==> src/assert_macros.svh <==
// Assertion macros used by the back end of the frame ring.
// Defining ASSERT_OFF empties every macro.
`ifndef ASSERT_MACROS_SVH
`define ASSERT_MACROS_SVH

`ifndef ASSERT_OFF

// The expression holds at every clock edge outside reset.
`define ASSERT_ALWAYS(lbl, clk, rst_n, expr) \
  lbl: assert property (@(posedge clk) disable iff (!rst_n) (expr)) \
    else $error("assertion failed");

// The consequent holds in the same cycle as the antecedent.
`define ASSERT_IMPLIES(lbl, clk, rst_n, ante, cons) \
  lbl: assert property (@(posedge clk) disable iff (!rst_n) (ante) |-> (cons)) \
    else $error("assertion failed");

`else

`define ASSERT_ALWAYS(lbl, clk, rst_n, expr)
`define ASSERT_IMPLIES(lbl, clk, rst_n, ante, cons)

`endif

`endif

==> src/mrar_pkg.sv <==
`default_nettype none

package mrar_pkg;

  // Ring geometry and tap count.
  parameter int RingFrames  = 1024;
  parameter int Taps        = 4;
  parameter int ChunkFrames = 64;

  parameter int AddrW    = $clog2(RingFrames);
  parameter int RunW     = $clog2(ChunkFrames + 1);
  parameter int TapIdxW  = (Taps > 1) ? $clog2(Taps) : 1;
  parameter int CountW   = 32;
  parameter int SampleW  = 16;
  parameter int StartW   = 10;
  parameter int TapFldW  = 2;
  parameter int ActiveW  = 3;
  parameter int CfgW     = 3;
  parameter int CfgIdxW  = 1;

  parameter int QueueDepth = 2;
  parameter int QPtrW      = $clog2(QueueDepth);
  parameter int QCntW      = $clog2(QueueDepth + 1);

  // Command codes of the input channel.
  parameter logic CmdWrite = 1'b0;
  parameter logic CmdTake  = 1'b1;

  // Configuration register indexes.
  parameter logic [CfgIdxW-1:0] RegActiveTaps = 1'b0;
  parameter logic [CfgIdxW-1:0] RegMonoMode   = 1'b1;

  // Classified command handed from the front to the back.
  typedef struct packed {
    logic                      is_write;
    logic [AddrW-1:0]          addr;
    logic signed [SampleW-1:0] left;
    logic signed [SampleW-1:0] right;
    logic [RunW-1:0]           run;
  } cmd_t;

  // One result beat held in the output queue.
  typedef struct packed {
    logic [RunW-1:0]           run_length;
    logic [StartW-1:0]         run_start;
    logic signed [SampleW-1:0] left;
    logic signed [SampleW-1:0] right;
    logic                      last;
  } res_t;

endpackage

`default_nettype wire

==> src/mrar_cmd_queue.sv <==
`default_nettype none

// Short command queue between the front and the back end.
module mrar_cmd_queue (
  input  wire logic           clk_i,
  input  wire logic           rst_ni,
  input  wire logic           push_i,
  input  wire mrar_pkg::cmd_t data_i,
  input  wire logic           pop_i,
  output mrar_pkg::cmd_t      head_o,
  output logic                valid_o,
  output logic                full_o
);

  mrar_pkg::cmd_t                entry_q [mrar_pkg::QueueDepth];
  logic [mrar_pkg::QPtrW-1:0]    wr_ptr_q, rd_ptr_q;
  logic [mrar_pkg::QCntW-1:0]    cnt_q;
  logic                          do_push, do_pop;

  assign valid_o = cnt_q != '0;
  assign full_o  = cnt_q == mrar_pkg::QCntW'(mrar_pkg::QueueDepth);
  assign head_o  = entry_q[rd_ptr_q];
  assign do_push = push_i && !full_o;
  assign do_pop  = pop_i && valid_o;

  always_ff @(posedge clk_i) begin
    if (do_push) begin
      entry_q[wr_ptr_q] <= data_i;
    end
  end

  always_ff @(posedge clk_i or negedge rst_ni) begin
    if (!rst_ni) begin
      wr_ptr_q <= '0;
      rd_ptr_q <= '0;
      cnt_q    <= '0;
    end else begin
      if (do_push) begin
        wr_ptr_q <= wr_ptr_q + mrar_pkg::QPtrW'(1);
      end
      if (do_pop) begin
        rd_ptr_q <= rd_ptr_q + mrar_pkg::QPtrW'(1);
      end
      cnt_q <= cnt_q + mrar_pkg::QCntW'(do_push) - mrar_pkg::QCntW'(do_pop);
    end
  end

endmodule

`default_nettype wire

==> config.mk <==
export PLATFORM = sky130hd
export DESIGN_NAME = mrar_cmd_queue
export DESIGN_NICKNAME = d
export VERILOG_FILES = /design/src/assert_macros.svh /design/src/mrar_pkg.sv /design/src/mrar_cmd_queue.sv
export SDC_FILE = /design/constraint.sdc
export NUM_CORES = 1
export LEC_CHECK = 0
export BUFFER_PORTS_ARGS = -buffer_cell sky130_fd_sc_hd__buf_2
export CORE_ASPECT_RATIO = 0.7
export CORE_UTILIZATION = 47
export DETAILED_ROUTE_END_ITERATION = 16
export PLACE_DENSITY = 0.75
export SYNTH_ARGS = -nofsm -noshare
export SYNTH_HDL_FRONTEND = slang
export SYNTH_SLANG_ARGS = --single-unit
==> constraint.sdc <==
create_clock -name clk_i -period 3.2 [get_ports clk_i]
set_input_delay 0 -clock clk_i [delete_from_list [all_inputs] [get_ports clk_i]]
set_output_delay 0 -clock clk_i [all_outputs]
set_load 0.01 [all_outputs]
# Word-level counts from Yosys, hierarchy flattened

Memories as Yosys holds them, arrays and structs flattened.
Cells that the tools add are included.

Register bits after elaboration: 4
Bits in latches: 0
Bits in writable memories: 100
ROM bits: 0
Output and inout bits: 52
Word-level logic and storage cells: 15
Memories: 1

$add $sub $neg: 4
Multiply operators: 0
Divide/modulo/power cells: 0
Order comparisons: 0
Equality and inequality tests: 1
Shifts and indexed selects: 0
Muxes and demuxes: 2
Bitwise operators: 0
Reductions and logical operators: 4

Memory list:

| memory  | depth | width | rd ports | clocked after memory_dff | wr ports | RTL line             | source |
|---|---|---|---|---|---|---|---|
| entry_q | 2     | 50    | 1        | 0                        | 1        | mrar_cmd_queue.sv:15 | `mrar_pkg::cmd_t entry_q [mrar_pkg::QueueDepth];` |

Operators by type and width:

| kind                  | count |
|---|---|
| $add A1 B1 Y1 const B | 2 |
| $add A2 B1 Y2         | 1 |
| $eq A2 B2 Y1 const B  | 1 |
| $logic_and A1 B1 Y1   | 2 |
| $mux W1               | 2 |
| $reduce_bool A2 Y1    | 1 |
| $sub A2 B1 Y2         | 1 |
| $logic_not A1 Y1      | 1 |

# Depth between registers and ports, before layout

Depth after elaboration: 5
Depth in mapped cells: 7

# Worst setup path after synthesis

OpenSTA, ideal clock, no wires.

Path type: register to register
From: reg cnt_q[1] in the netlist's numbering
To: mem entry_q[0][0] in the netlist's numbering (enable)
Library setup time: 0.458 ns
Arrival time: 2.694 ns
Required time: 2.742 ns
Slack: 0.049 ns
Stages on the path, launching flop included: 4
Path buffers: 0
Path through: dfrtp_1 > nand2b_1 > nand2_1 > nor2_1

Longest elaborated chain between the ends: 5

RTL lines:

| item                          | RTL line             | source |
|---|---|---|
| from (decl)                   | mrar_cmd_queue.sv:17 | `logic [mrar_pkg::QCntW-1:0] cnt_q;` |
| from (signal assigned)        | mrar_cmd_queue.sv:44 | `cnt_q <= cnt_q + mrar_pkg::QCntW'(do_push) - mrar_pkg::QCntW'(do_pop);` |
| $eq A2 B2 Y1                  | mrar_cmd_queue.sv:21 | `assign full_o = cnt_q == mrar_pkg::QCntW'(mrar_pkg::QueueDepth);` |
| $logic_not A1 Y1              | mrar_cmd_queue.sv:23 | `assign do_push = push_i && !full_o;` |
| $logic_and A1 B1 Y1           | mrar_cmd_queue.sv:23 |  |
| $mux W1                       | mrar_cmd_queue.sv:27 | `if (do_push) begin` |
| $mux W1 (not written as such) | mrar_cmd_queue.sv:28 | `entry_q[wr_ptr_q] <= data_i;` |
| to (decl)                     | mrar_cmd_queue.sv:15 |  |

No other way between the ends.

==> metrics.md <==
| Metric | Value |
|---|---|
| Filler instances | `557` |
| Post-synthesis sequential area ratio | `around 76%` |
| Slowest stage delay, CP | `1040 ps` |
| Synth warnings | `0` |
| Endpoints failing hold | `0` |
| Starting Density | `between 50% and 60%` |
| WHS Endpoint | `wr_ptr_q` |
| Gr usage total | `between 10% and 20%` |
| Crit path DAT | `about 2000 ps` |
| Slew @ Worst Pin | `between 900 and 1000 ps` |
| Antenna-violating nets left | `0` |
| H-Tree Level Count | `3` |
| Clk slew on worst S/H paths | `approximately 60 ps` |
| Pre-CTS WS | `1260 ps` |
| I/O Buffers | `about 110` |
| Drt drc | `0` |
| FP Rows | `27` |
| Area leader, netlist | `edfxtp_1` |
| Post-Syn Instances | `between 150 and 200` |
| Hold depth | `3` |
| Placer Congestion | `0.742` |
| CP required | `roughly 3200 ps` |
| Die area | `about 9000 µm²` |
| Longest Clk Path Bufs | `2` |
| CP max-delay cell | `dfrtp_4` |
| Fin crit period | `2010 ps` |
| Metal2 WL | `~3600 µm` |
| Die height | `79.8 µm` |
| Vias in the first global route | `roughly 2300` |
| CP endpoint kind | `output port` |
| Layout area overhead | `34.5%` |
| Peak VDD IR | `0.469 mV` |
| Netlist cell types | `16` |
| Antenna Cells | `0` |
| Max cap viols | `0` |
| Grt total ovfl | `0` |
| Vias | `roughly 2200` |
| Outcome | `completed` |
| Leak Pwr | `approximately 2.2 nW` |
| DRT iter0 DRCs | `103` |
| Worst reg2reg path endpoint | `entry_q[1][12]` |
| FF-to-FF Start | `cnt_q[1]` |
| Worst path cell trace | `mux2_2, buf_2` |
| Setup TNS | `0 ps` |
| Core Region | `between 8000 and 9000 µm²` |
| Highest metal used | `met4` |
| WL final | `7210 µm` |
| Layout Skew | `~4.6 ps` |
| R2r setup slk | `1300 ps` |
| Hold Path Class | `in -> reg` |
| Clk Latency, worst-skew pair | `330 ps` |
| Most common cell after layout, fill and taps aside | `buf_2` |
| Most frequent cells in the layout | `buf_2, edfxtp_1, dlygate4sd3_1` |
| Final net count | `approximately 400` |
| Routed met3 length | `between 400 and 500 µm` |
| Synthesized area per cell | `approximately 23 µm²` |
| Cell depth of the worst flop-to-flop path | `3` |
| Share of cells above drive strength 1 | `between 50% and 60%` |
| WL per Instance | `between 15 and 20 µm` |
| Fin crit share | `a little over three fifths` |
| DRT met1 WL | `~3100 µm` |
| Crit path max-delay family | `flip-flops` |
| Hold wc startpoint | `push_i` |
| Initial antenna violation count | `0` |
| Final Slew Violations | `0` |
| CTS Root Cell | `clkbuf_16` |
| Pin count of the biggest net entering global routing | `between 50 and 60` |
| # IOs | `between 100 and 150` |
| Ranking of synthesized cells by area | `edfxtp_1, mux2_4, buf_12` |
| CTS tree | `yes` |
| Routed vias/inst | `4.83` |
| Synthesized flop and latch total | `~100` |
| WP buf/inv | `1` |
| Rel. slew slack | `34.5%` |
| Setup WS post-layout | `1190 ps` |
| CTS Buf Count | `9` |
| RSZ-0062 raised after global routing | `false` |
| Final number of setup-violating endpoints | `0` |
| Die Wd | `between 100 and 150 µm` |
| # clock sinks | `104` |
| Syn Std Cell Area | `between 4000 and 5000 µm²` |
| Peak Freq | `about 0.5 GHz` |
| PD cells | `about 840 nW/µm²` |
| Yosys top cell area share | `73.8%` |
| First-pass GRT wire length | `between 10000 and 15000 µm` |
| Drt first pass iters | `4` |
| CP Launch Type | `flop` |
| Post-synth net total | `230` |
| Max FO, Critical Path | `51` |
| Worst setup path class | `reg -> out` |
| HPWL Detailed | `~4400 µm` |
## synth_stat cells (all sizes together)
master and n:
nor2 1, nand2 1, ha 2, nand2b 1
mux2 50, or2 1, edfxtp 100, dfrtp 4
buf 6, and2 1, inv 2, and3 1
xor2 1, xnor2 3
## per-stage QoR
| step | utilization, % | total power [mW] | std cells | cell area [µm²] | hold WS [ps] |
|---|---|---|---|---|---|
| 2_1_floorplan | - | 3.16 | 174 | 4070 | -296 |
| 3_3_place_gp | 57.3 | 3.51 | 378 | 4650 | -189 |
| 3_5_place_dp | 57.3 | 3.54 | 378 | 4650 | -186 |
| 4_1_cts | 67.5 | 4.65 | 447 | 5470 | 73.9 |
| 5_1_grt | 67.5 | 4.82 | 447 | 5470 | 72.7 |
| 6_report | 67.5 | 4.60 | 447 | 5470 | 83.8 |
## area by class of cell
cell class / count / area (µm²) / area share [%]
clock buffers: 11 / 233 / 4.25
clock inverters: 5 / 57.6 / 1.05
inverters: 2 / 7.51 / 0.137
multi-input cells: 62 / 853 / 15.6
flip-flops and latches: 104 / 3110 / 56.8
well taps: 101 / 126 / 2.31
repair buffers: 162 / 1090 / 19.9
## timing repair
action                                 CTS  global route
setup buffers                            0             0
hold buffers                            53             0
resized for setup                        0             0
endpoints found under the hold margin  105             0
## tightest hold or removal path, cell delays in order
cell,delay [ps]
buf_2,110
nand2_1,160
xnor2_1,100
## sequential cells by signal (all words and copies together), names as in the netlist
register / count
entry_q: 100
wr_ptr_q: 1
rd_ptr_q: 1
cnt_q: 2
## report_power, final
group	leakage, nW	internal, mW	switching, mW
Clock	0.132	0.605	0.446
Combinational	1.12	0.822	0.594
Sequential	0.974	1.87	0.262
Total	2.23	3.29	1.30
## cells by family (layout without fill, tap and decap cells)
family	count (synthesis)	count (layout)	share of synthesized area, %
xor+xnor	4	4	0.862
fa+ha+maj	2	2	0.615
buf+inv	8	180	2.92
flops	104	104	76.3
mux	50	50	18.4
simple gates	6	6	0.923
## worst max path at each step
stage,startpoint,to,slack [ps],cells after the start
CTS,rd_ptr_q,head_o[38],1180,2
finish,rd_ptr_q,head_o[38],1190,2
detailed placement,cnt_q[1],entry_q[1][43],1260,3
global placement,cnt_q[1],entry_q[1][40],1300,3
global route,rd_ptr_q,head_o[38],1130,2
floorplan,cnt_q[1],entry_q[0][0],50,3
## metal layers
layer | vias to the layer above | global-route usage [%]
li1 | 1009 | -
met1 | 1067 | 19.3
met2 | 74 | 29.6
met3 | 10 | 5.39
met4 | 0 | 5.39
met5 | - | 0
Note: power is estimated with default switching activity, not from simulation.
